**config.mk**
```make
export PLATFORM = sky130hd
export DESIGN_NAME = mic_frame_gain_and_level_meter_unit
export DESIGN_NICKNAME = d
export VERILOG_FILES = /design/src/mfglm_pkg.sv /design/src/mfglm_front.sv /design/src/mfglm_queue.sv /design/src/mfglm_back.sv /design/src/mic_frame_gain_and_level_meter_unit.sv
export VERILOG_INCLUDE_DIRS = /design/src /design/src/src
export SDC_FILE = /design/constraint.sdc
export NUM_CORES = 2
export LEC_CHECK = 0
export BUFFER_PORTS_ARGS = -buffer_cell sky130_fd_sc_hd__buf_2
export CAP_MARGIN = 20
export CORE_MARGIN = 3
export CORE_UTILIZATION = 55
export CTS_CLUSTER_DIAMETER = 200
export CTS_CLUSTER_SIZE = 24
export DETAILED_ROUTE_END_ITERATION = 6
export PLACE_DENSITY_LB_ADDON = 0.08
export SYNTH_ARGS = -nofsm -noshare
export SYNTH_HDL_FRONTEND = slang
export SYNTH_HIERARCHICAL = 1
export SYNTH_SLANG_ARGS = --single-unit
```
**constraint.sdc**
```tcl
create_clock -name clk -period 18.7 [get_ports clk]
set_clock_uncertainty 0.2 [all_clocks]
set_input_delay 0 -clock clk [delete_from_list [all_inputs] [get_ports clk]]
set_output_delay 0 -clock clk [all_outputs]
set_load 0.02 [all_outputs]
```
**src/assert_macros.svh**
```systemverilog
`ifndef ASSERT_MACROS_SVH
`define ASSERT_MACROS_SVH

// same-cycle implication, sampled on clk, off during reset
`define ASSERT_IMPL(lbl, ante, cons) \
  lbl: assert property (@(posedge clk) disable iff (!rst_n) (ante) |-> (cons)) \
    else $error("same-cycle check failed");

// next-cycle implication, sampled on clk, off during reset
`define ASSERT_NEXT(lbl, ante, cons) \
  lbl: assert property (@(posedge clk) disable iff (!rst_n) (ante) |=> (cons)) \
    else $error("next-cycle check failed");

`endif

```
**src/mfglm_pkg.sv**
```systemverilog
package mfglm_pkg;

  localparam int FRAME_SAMPLES_MAX = 256;
  localparam int CNT_W = $clog2(FRAME_SAMPLES_MAX + 1);
  localparam int SUM_W = 30 + CNT_W;
  localparam int MEAN_W = 31;
  localparam int SQ_W = 32;
  localparam int SQRT_ITERS = 16;
  localparam int ITER_W = $clog2(SUM_W);
  localparam logic [SQ_W-1:0] SQ_BIT_INIT = SQ_W'(1) << (MEAN_W - 1);

  localparam int SAMPLE_W = 16;
  localparam int SAMPLE_MAX = 32767;
  localparam int GAIN_W = 8;
  localparam int GAIN_DIV = 100;
  localparam int FACTOR_W = 9;
  localparam int PROD_W = 25;
  localparam int MAG_W = 24;
  localparam int RECIP_SHIFT = 31;
  localparam int RECIP_W = 25;
  localparam longint RECIP_VAL = ((64'd1 << RECIP_SHIFT) + GAIN_DIV - 1) / GAIN_DIV;
  localparam logic [RECIP_W-1:0] RECIP = RECIP_W'(RECIP_VAL);
  localparam int PM_W = MAG_W + RECIP_W;
  localparam int QA_W = PM_W - RECIP_SHIFT;

  localparam int QUEUE_DEPTH = 4;
  localparam int QPTR_W = $clog2(QUEUE_DEPTH);
  localparam int QCNT_W = $clog2(QUEUE_DEPTH + 1);

  localparam int ADDR_W = 3;
  localparam int DATA_W = 32;
  localparam logic [ADDR_W-3:0] REG_MIC_GAIN_PERCENT = '0;

  typedef struct packed {
    logic signed [SAMPLE_W-1:0] sample_in;
    logic                       frame_end;
  } in_item_t;

  typedef struct packed {
    logic signed [SAMPLE_W-1:0] sample_out;
    logic                       frame_done;
    logic [SAMPLE_W-1:0]        frame_rms;
    logic [SAMPLE_W-1:0]        frame_peak;
  } out_item_t;

  typedef struct packed {
    logic signed [PROD_W-1:0] prod;
    logic                     frame_end;
    logic [SUM_W-1:0]         sum;
    logic [CNT_W-1:0]         cnt;
    logic [SAMPLE_W-1:0]      peak;
  } queue_entry_t;

  typedef struct packed {
    logic full;
    logic empty;
  } queue_status_t;

  typedef struct packed {
    logic busy;
    logic pop;
  } back_status_t;

  typedef enum logic [1:0] {
    BK_IDLE,
    BK_DIV,
    BK_SQRT,
    BK_DONE
  } back_state_t;

endpackage

```
**src/mfglm_front.sv**
```systemverilog
module mfglm_front
  import mfglm_pkg::*;
(
  input  logic               clk,
  input  logic               rst_n,
  input  logic [GAIN_W-1:0]  gain,
  input  logic               in_valid,
  input  in_item_t           in_data,
  output logic               in_stall,
  input  queue_status_t      q_stat,
  output logic               push,
  output queue_entry_t       push_entry
);

  logic [SUM_W-1:0]    sum_r, sum_nxt, sum_acc;
  logic [CNT_W-1:0]    cnt_r, cnt_nxt, cnt_acc;
  logic [SAMPLE_W-1:0] peak_r, peak_nxt, peak_acc;

  logic [FACTOR_W-1:0]      factor;
  logic signed [PROD_W-1:0] prod_full;
  logic [SAMPLE_W-1:0]      mag;
  logic [2*SAMPLE_W-1:0]    sq;
  logic                     take;

  assign in_stall = q_stat.full;
  assign push     = in_valid && !q_stat.full;

  always_comb begin
    factor    = FACTOR_W'(GAIN_DIV) + FACTOR_W'(gain);
    prod_full = in_data.sample_in * $signed({1'b0, factor});
    mag       = in_data.sample_in[SAMPLE_W-1] ? SAMPLE_W'(-in_data.sample_in)
                                              : SAMPLE_W'(in_data.sample_in);
    sq        = mag * mag;
    take      = cnt_r < CNT_W'(FRAME_SAMPLES_MAX);
    sum_acc   = take ? sum_r + SUM_W'(sq) : sum_r;
    cnt_acc   = take ? cnt_r + CNT_W'(1) : cnt_r;
    peak_acc  = (take && (mag > peak_r)) ? mag : peak_r;

    push_entry.prod      = prod_full;
    push_entry.frame_end = in_data.frame_end;
    push_entry.sum       = sum_acc;
    push_entry.cnt       = cnt_acc;
    push_entry.peak      = peak_acc;

    sum_nxt  = sum_r;
    cnt_nxt  = cnt_r;
    peak_nxt = peak_r;
    if (push) begin
      if (in_data.frame_end) begin
        sum_nxt  = '0;
        cnt_nxt  = '0;
        peak_nxt = '0;
      end else begin
        sum_nxt  = sum_acc;
        cnt_nxt  = cnt_acc;
        peak_nxt = peak_acc;
      end
    end
  end

  always_ff @(posedge clk) begin
    if (!rst_n) begin
      sum_r  <= '0;
      cnt_r  <= '0;
      peak_r <= '0;
    end else begin
      sum_r  <= sum_nxt;
      cnt_r  <= cnt_nxt;
      peak_r <= peak_nxt;
    end
  end

endmodule

```
**src/mfglm_queue.sv**
```systemverilog
module mfglm_queue
  import mfglm_pkg::*;
(
  input  logic          clk,
  input  logic          rst_n,
  input  logic          push,
  input  queue_entry_t  push_entry,
  input  logic          pop,
  output queue_entry_t  head,
  output queue_status_t q_stat
);

  queue_entry_t      entries_r [QUEUE_DEPTH];
  logic [QPTR_W-1:0] wr_ptr_r, wr_ptr_nxt;
  logic [QPTR_W-1:0] rd_ptr_r, rd_ptr_nxt;
  logic [QCNT_W-1:0] cnt_r, cnt_nxt;

  assign head         = entries_r[rd_ptr_r];
  assign q_stat.full  = cnt_r == QCNT_W'(QUEUE_DEPTH);
  assign q_stat.empty = cnt_r == '0;

  always_comb begin
    wr_ptr_nxt = push ? wr_ptr_r + QPTR_W'(1) : wr_ptr_r;
    rd_ptr_nxt = pop ? rd_ptr_r + QPTR_W'(1) : rd_ptr_r;
    cnt_nxt    = cnt_r + QCNT_W'(push) - QCNT_W'(pop);
  end

  always_ff @(posedge clk) begin
    if (push) begin
      entries_r[wr_ptr_r] <= push_entry;
    end
  end

  always_ff @(posedge clk) begin
    if (!rst_n) begin
      wr_ptr_r <= '0;
      rd_ptr_r <= '0;
      cnt_r    <= '0;
    end else begin
      wr_ptr_r <= wr_ptr_nxt;
      rd_ptr_r <= rd_ptr_nxt;
      cnt_r    <= cnt_nxt;
    end
  end

endmodule

```
**src/mfglm_back.sv**
```systemverilog
module mfglm_back
  import mfglm_pkg::*;
(
  input  logic          clk,
  input  logic          rst_n,
  input  queue_entry_t  head,
  input  queue_status_t q_stat,
  output back_status_t  bk_stat,
  output logic          out_valid,
  output out_item_t     out_data,
  input  logic          out_stall
);

  back_state_t state_r, state_nxt;
  logic        out_valid_r, out_valid_nxt;
  out_item_t   out_data_r, out_data_nxt;

  logic [SUM_W-1:0]    div_q_r, div_q_nxt;
  logic [CNT_W-1:0]    div_rem_r, div_rem_nxt;
  logic [CNT_W-1:0]    div_d_r, div_d_nxt;
  logic [ITER_W-1:0]   iter_r, iter_nxt;
  logic [SQ_W-1:0]     sq_v_r, sq_v_nxt;
  logic [SQ_W-1:0]     sq_root_r, sq_root_nxt;
  logic [SQ_W-1:0]     sq_bit_r, sq_bit_nxt;
  logic [SAMPLE_W-1:0] hold_sample_r, hold_sample_nxt;
  logic [SAMPLE_W-1:0] hold_peak_r, hold_peak_nxt;

  logic                neg;
  logic [MAG_W-1:0]    amag;
  logic [PM_W-1:0]     pm;
  logic [QA_W-1:0]     qa;
  logic [SAMPLE_W-1:0] gained;

  logic [CNT_W:0]      rem_sh;
  logic                div_ge;
  logic [CNT_W:0]      rem_sub;
  logic [SUM_W-1:0]    q_step;
  logic [CNT_W-1:0]    rem_step;

  logic [SQ_W-1:0]     rb;
  logic                sq_ge;

  logic slot_free;

  assign out_valid = out_valid_r;
  assign out_data  = out_data_r;
  assign slot_free = !out_valid_r || !out_stall;

  // gain quotient: exact /100 by reciprocal on the magnitude
  always_comb begin
    neg  = head.prod[PROD_W-1];
    amag = neg ? MAG_W'(-head.prod) : MAG_W'(head.prod);
    pm   = PM_W'(amag) * PM_W'(RECIP);
    qa   = pm[PM_W-1:RECIP_SHIFT];
    if (neg) begin
      gained = (qa > QA_W'(SAMPLE_MAX + 1)) ? {1'b1, {(SAMPLE_W-1){1'b0}}}
                                            : SAMPLE_W'(QA_W'(0) - qa);
    end else begin
      gained = (qa > QA_W'(SAMPLE_MAX)) ? SAMPLE_W'(SAMPLE_MAX) : SAMPLE_W'(qa);
    end
  end

  always_comb begin
    rem_sh   = {div_rem_r, div_q_r[SUM_W-1]};
    div_ge   = rem_sh >= {1'b0, div_d_r};
    rem_sub  = rem_sh - {1'b0, div_d_r};
    rem_step = div_ge ? rem_sub[CNT_W-1:0] : rem_sh[CNT_W-1:0];
    q_step   = {div_q_r[SUM_W-2:0], div_ge};

    rb    = sq_root_r + sq_bit_r;
    sq_ge = sq_v_r >= rb;
  end

  always_comb begin
    state_nxt       = state_r;
    out_valid_nxt   = out_valid_r && out_stall;
    out_data_nxt    = out_data_r;
    div_q_nxt       = div_q_r;
    div_rem_nxt     = div_rem_r;
    div_d_nxt       = div_d_r;
    iter_nxt        = iter_r;
    sq_v_nxt        = sq_v_r;
    sq_root_nxt     = sq_root_r;
    sq_bit_nxt      = sq_bit_r;
    hold_sample_nxt = hold_sample_r;
    hold_peak_nxt   = hold_peak_r;
    bk_stat.pop     = 1'b0;
    bk_stat.busy    = 1'b0;

    unique case (state_r)
      BK_IDLE: begin
        if (!q_stat.empty && slot_free) begin
          bk_stat.pop = 1'b1;
          if (head.frame_end) begin
            div_q_nxt       = head.sum;
            div_rem_nxt     = '0;
            div_d_nxt       = head.cnt;
            iter_nxt        = '0;
            hold_sample_nxt = gained;
            hold_peak_nxt   = head.peak;
            state_nxt       = BK_DIV;
          end else begin
            out_valid_nxt           = 1'b1;
            out_data_nxt.sample_out = gained;
            out_data_nxt.frame_done = 1'b0;
            out_data_nxt.frame_rms  = '0;
            out_data_nxt.frame_peak = '0;
          end
        end
      end
      BK_DIV: begin
        bk_stat.busy = 1'b1;
        div_q_nxt    = q_step;
        div_rem_nxt  = rem_step;
        iter_nxt     = iter_r + ITER_W'(1);
        if (iter_r == ITER_W'(SUM_W - 1)) begin
          sq_v_nxt    = SQ_W'(q_step[MEAN_W-1:0]);
          sq_root_nxt = '0;
          sq_bit_nxt  = SQ_BIT_INIT;
          iter_nxt    = '0;
          state_nxt   = BK_SQRT;
        end
      end
      BK_SQRT: begin
        bk_stat.busy = 1'b1;
        sq_v_nxt     = sq_ge ? sq_v_r - rb : sq_v_r;
        sq_root_nxt  = sq_ge ? (sq_root_r >> 1) + sq_bit_r : sq_root_r >> 1;
        sq_bit_nxt   = sq_bit_r >> 2;
        iter_nxt     = iter_r + ITER_W'(1);
        if (iter_r == ITER_W'(SQRT_ITERS - 1)) begin
          state_nxt = BK_DONE;
        end
      end
      BK_DONE: begin
        if (slot_free) begin
          out_valid_nxt           = 1'b1;
          out_data_nxt.sample_out = hold_sample_r;
          out_data_nxt.frame_done = 1'b1;
          out_data_nxt.frame_rms  = sq_root_r[SAMPLE_W-1:0];
          out_data_nxt.frame_peak = hold_peak_r;
          state_nxt               = BK_IDLE;
        end
      end
      default: begin
        state_nxt = BK_IDLE;
      end
    endcase
  end

  always_ff @(posedge clk) begin
    if (!rst_n) begin
      state_r     <= BK_IDLE;
      out_valid_r <= 1'b0;
    end else begin
      state_r     <= state_nxt;
      out_valid_r <= out_valid_nxt;
    end
  end

  always_ff @(posedge clk) begin
    out_data_r    <= out_data_nxt;
    div_q_r       <= div_q_nxt;
    div_rem_r     <= div_rem_nxt;
    div_d_r       <= div_d_nxt;
    iter_r        <= iter_nxt;
    sq_v_r        <= sq_v_nxt;
    sq_root_r     <= sq_root_nxt;
    sq_bit_r      <= sq_bit_nxt;
    hold_sample_r <= hold_sample_nxt;
    hold_peak_r   <= hold_peak_nxt;
  end

endmodule

```
**src/mic_frame_gain_and_level_meter_unit.sv**
```systemverilog
// Ordinary samples: queue, then output register; one transaction per cycle
// when not stalled. Frame-closing sample: SUM_W (39) restoring-divide steps
// + 16 root steps in the back end; the 4-entry queue keeps taking input.
// Sustained rate is set by the shared divide/root sequencer, one per frame.
// Reset (rst_n low, synchronous) clears gain, accumulators, queue, out_valid.
`include "assert_macros.svh"

module mic_frame_gain_and_level_meter_unit
  import mfglm_pkg::*;
(
  input  logic              clk,
  input  logic              rst_n,
  input  logic              in_valid,
  input  in_item_t          in_data,
  output logic              in_stall,
  output logic              out_valid,
  output out_item_t         out_data,
  input  logic              out_stall,
  input  logic              psel,
  input  logic              penable,
  input  logic              pwrite,
  input  logic [ADDR_W-1:0] paddr,
  input  logic [DATA_W-1:0] pwdata,
  output logic [DATA_W-1:0] prdata,
  output logic              pready
);

  logic [GAIN_W-1:0] gain_r, gain_nxt;
  logic              reg_hit;

  queue_status_t fq_stat;
  queue_entry_t  fq_head;
  queue_entry_t  push_entry;
  logic          push;
  back_status_t  bk_stat;

  assign pready  = 1'b1;
  assign reg_hit = paddr[ADDR_W-1:2] == REG_MIC_GAIN_PERCENT;
  assign prdata  = reg_hit ? DATA_W'(gain_r) : '0;

  always_comb begin
    gain_nxt = gain_r;
    if (psel && penable && pwrite && pready && reg_hit) begin
      gain_nxt = pwdata[GAIN_W-1:0];
    end
  end

  always_ff @(posedge clk) begin
    if (!rst_n) begin
      gain_r <= '0;
    end else begin
      gain_r <= gain_nxt;
    end
  end

  mfglm_front u_front (
    .clk        (clk),
    .rst_n      (rst_n),
    .gain       (gain_r),
    .in_valid   (in_valid),
    .in_data    (in_data),
    .in_stall   (in_stall),
    .q_stat     (fq_stat),
    .push       (push),
    .push_entry (push_entry)
  );

  mfglm_queue u_queue (
    .clk        (clk),
    .rst_n      (rst_n),
    .push       (push),
    .push_entry (push_entry),
    .pop        (bk_stat.pop),
    .head       (fq_head),
    .q_stat     (fq_stat)
  );

  mfglm_back u_back (
    .clk       (clk),
    .rst_n     (rst_n),
    .head      (fq_head),
    .q_stat    (fq_stat),
    .bk_stat   (bk_stat),
    .out_valid (out_valid),
    .out_data  (out_data),
    .out_stall (out_stall)
  );

  `ASSERT_IMPL(a_pop_nonempty, bk_stat.pop, !fq_stat.empty)
  `ASSERT_IMPL(a_no_pop_busy, bk_stat.busy, !bk_stat.pop)
  `ASSERT_NEXT(a_end_starts_div, bk_stat.pop && fq_head.frame_end, bk_stat.busy)
  `ASSERT_IMPL(a_rms_le_peak, out_valid && out_data.frame_done, out_data.frame_rms <= out_data.frame_peak)

endmodule
```
* Yosys cells after proc, flatten, opt, wreduce, memory -nomap -nowiden
Memories as Yosys holds them, arrays and structs flattened. A register that Yosys moved wholly into a read port is not among the register bits.
Cells that the tools add are included.
** Storage, ports and cells
- Memories :: 1
- Bits in writable memories :: 360
- Logic and storage cells :: 137
- Register bits after elaboration :: 322
** Operators by class
- Reductions and logical operators :: 25
- $lt $le $gt $ge :: 6
- Equality and inequality tests :: 13
- $add $sub $neg :: 15
- $mul :: 3
- Muxes and demuxes :: 51
- Bitwise logic cells :: 1
** Memory list
- u_queue.entries_r :: words 4, bits a word 90, rd ports 1, clocked after memory_dff 1, write ports 1, RTL line mfglm_queue.sv:13 : queue_entry_t entries_r [QUEUE_DEPTH];
** Operators with widths (number)
- 32-bit case mux with 2 select lines :: 3
- 32-bit 2-to-1 mux :: 5
- 39-bit 2-to-1 mux :: 4
- 49-bit 2-to-1 mux :: 3
- 49-bit case mux with 2 select lines :: 1
- 16-bit 2-to-1 mux :: 6
- 39-bit case mux with 2 select lines :: 1
- 24-bit by 25-bit multiplier with 49-bit output, second input constant :: 1
- 9-bit 2-to-1 mux :: 5
- 39-bit by 32-bit adder with 39-bit output :: 1
- 31-bit by 32-bit adder with 32-bit output :: 1
- 32-bit adder :: 1
- 32-bit greater-or-equal comparator :: 1
- 16-bit by 16-bit multiplier with 32-bit output :: 1
- 32-bit subtractor :: 1
- 16-bit by 10-bit multiplier with 25-bit output :: 1
- 24-bit 2-to-1 mux :: 1
- 24-bit negator :: 1
- 18-bit by 15-bit > comparator with 1-bit output, second input constant :: 1
- 18-bit by 16-bit > comparator with 1-bit output, second input constant :: 1
- 6-bit 2-to-1 mux :: 3
- 6-bit case mux with 3 select lines :: 1
- 9-bit case mux with 2 select lines :: 1
- 16-bit > comparator :: 1
- other kinds (35) :: 68

* Longest topological paths before layout
- Word-level depth :: 9
- Depth in mapped cells :: 43
- Gate-level depth less buffers :: 38

* Modules after synthesis
Netlist, hierarchy kept.
** Modules (own cells, without submodules)
- mfglm_back :: times used 1, sequential area each 6786.5 µm², cells an instance 2314, area an instance 24038.1 µm²
- mfglm_front :: times used 1, sequential area each 1281.2 µm², cells an instance 2167, area an instance 18004.8 µm²
- mfglm_queue :: times used 1, sequential area each 10990.5 µm², cells an instance 512, area an instance 13514.2 µm²
- mic_frame_gain_and_level_meter_unit :: times used 1, sequential area each 160.2 µm², cells an instance 71, area an instance 596.8 µm²

* Least setup slack after synthesis
No wires, ideal clock.
- Path type :: register -> register
- Start :: register with a tool-made name
- End :: register u_back.out_data_r, in the netlist u_back/out_data[42], data pin
- Clock period less this slack :: 10.288 ns
- Stages on the path, launching flop included :: 39
- Library setup time :: 0.260 ns
- Data required time :: 18.240 ns
- Path slack :: 8.412 ns
- Data arrival time :: 9.828 ns
- Cells stage by stage :: dfxtp_1 buf_6 buf_12 mux4_2 inv_1 ha_1 nand2_1 or3_1 or2_2 clkbuf_1 o21ai_0 xor2_1 inv_1 ha_1 fa_1 inv_1 fa_1 fa_1 [... 3 more ...] inv_1 fa_1 inv_1 ha_1 nand3_1 nor4_2 o2111ai_2 o211ai_4 xor2_1 inv_1 ha_1 a21boi_0 and4_1 a31o_2 and2_1 buf_4 a21o_1 mux2_2
** RTL lines
- end signal: assignment :: RTL line mfglm_back.sv:161 : out_data_r <= out_data_nxt;
- end: declaration :: RTL line mfglm_back.sv:16 : out_item_t out_data_r, out_data_nxt;

==> impl_metrics.yaml <==
grt:
  grt_max_degree: 57
  grt_pass1_wl_um: 200000
  overflow: 0
  grt_pass1_vias: 36375
  grt_antenna_before_repair: 1
  grt_usage_pct: 23.6
setup_path:
  cp_max_fo: 40
  rrSetupSlack_ns: 7.20
  crit_path_end_kind: "flop"
  endpoint: "u_back/out_data[48]"
  crit_path_frequent_cell: "inv_1"
  crit_required_ns: 18.83
  reg2regPathDepth: 35
  critPathSlowestCell: "xor2_1"
  r2r_end: "u_back/out_data[48]"
  cp_slowest_stage_delay_ns: 0.65
  crit_path_start_kind: "flop"
  arrival_ns: 11.62
  path_class: "reg -> reg"
layout:
  drive_gt1_share_pct: 8.63
  layout_commonest_cell: "inv_1"
  fillCellCount: 8523
  final_cell_mix: "inv_1 (901), edfxtp_1 (584), fa_1 (517), ha_1 (515), nand2_1 (310)"
  fin_nets: 6225
  area_delta_synth_final_pct: 5.63
sta:
  fmax_mhz: 87.0
  worstMarginPinSlew_ns: 1.06
  setup_viol_count_final: 0
  period_share_pct: 61.5
  hold_violations: 0
  setup_tns_ns: 0
  maxSlewHeadroom_pct: 29.1
  period_needed_ns: 11.50
  slew_violations: 0
  rsz0062_at_grt: "false"
routing:
  first_pass_iters: 5
  drt_iter0_drc: 2368
  via_per_inst: 5.53
  ant_nets: 0
  detail_route.drc_violations: 0
  vias: 36013
  drt_wl_total_um: 123000
  routedWlPerCell_um: 18.9
synth:
  yosys_warnings: 6
  synthCells: 5063
  syn_area_per_cell_um2: 11.1
  synth_area_um2: 56100
run_status:
  status: "finished, final reports clean"
floorplanning:
  die_x_um: 326
  num_rows: 116
  ioPinCount: 143
  core-area_um2: 101000
  initial_core_util_pct: 55.7
  fp.dieH_um: 326
  die_area_um2: 106000
clocking:
  cts_setup_buffers: 0
  cts_resized: 0
  cts_root_buf: "clkbuf_16"
  clkSlewWorstSetupHoldPaths_ns: 0.11
  cts_tree: "built"
  insertion_delay_ns: 0.58
  cts_max_level: 2
  cts_buffer_depth: 3
  cts_buffers: 34
  clock_sinks: 668
placed_design:
  globalplace.congestion: 0.900
  dpl.hpwl_um: 93600
  portBuffers: 91
min_path:
  worstHoldPathCells: 6
  holdCritPathClass: "in -> reg"
flow_run:
  maxCapViolCount: 0
[stage by stage]
step	instances	cell area, um^2	setup slack, ns	util (%)	hold slack [ns]
6_report	6513	59300	7.20	58.9	0.136
5_1_grt	6512	59300	6.50	58.9	0.167
4_1_cts	6510	59300	7.18	58.9	0.111
3_5_place_dp	6408	57900	7.22	57.4	0.0527
3_3_place_gp	6406	57800	7.25	57.4	0.0500
2_1_floorplan	5095	56300	8.41	-	-0.0783
[what timing repair did]
item	4_1_cts	5_1_grt
hold buffers	42	0
endpoints found under the hold margin	50	0
endpoints found under the setup margin	0	0
[critical path, delay by kind of cell, from the launching register on]
family	cells	cell delay, ns
adders and majority gates	10	4.42
AOI/OAI and AO/OA	6	1.44
buffers and inverters	8	1.35
and+or+nand+nor	8	2.11
xor gates and xnor gates	2	0.84
muxes	1	0.46
DFF	1	0.44
[sequential cells by signal, indices dropped and copies added (netlist names), 32 cells and up, named ones only]
name / cells
u_queue/entries_r: 360
u_back/sq_v_r: 32
u_front/sum_r: 39
u_back/div_q_r: 39
u_back/sq_root_r: 32
u_back/out_data: 49
[routing by layer]
metal	global-route usage, %	vias to the layer above	wire [um]
met5	0	-	13
met4	3.88	2	1890
met3	2.33	114	5100
met2	37.0	738	55000
met1	36.3	17915	61100
li1	-	17244	-
[how the worst min path moves through the flow]
| stage | start | to | slack [ns] |
|---|---|---|---|
| 4_1_cts | in_data[16] | u_front/peak_r[9] | 0.11 |
| 2_1_floorplan | rst_n | u_back/state_r[1] | -0.08 |
| 5_1_grt | in_data[5] | u_queue/entries_r[3][4] | 0.17 |
| 3_5_place_dp | pwdata[5] | gain_r[5] | 0.05 |
| 6_report | in_data[16] | u_front/peak_r[9] | 0.14 |
| 3_3_place_gp | pwdata[5] | gain_r[5] | 0.05 |
[final cells by class]
class                      count  area, um^2  share of cell area (%)
antenna                        1        2.50                 0.00422
inverter                     911        3420                    5.77
timing repair buffer         183        1290                    2.17
clock inverter                 3        45.0                  0.0759
clock buffer                  57         958                    1.62
multi-input combinational   3333       32700                    55.1
tap                         1357        1700                    2.86
sequential                   668       19200                    32.4
Power is not shown: default switching activity piles up to over one toggle a cycle in this logic, so the estimate is an artifact.
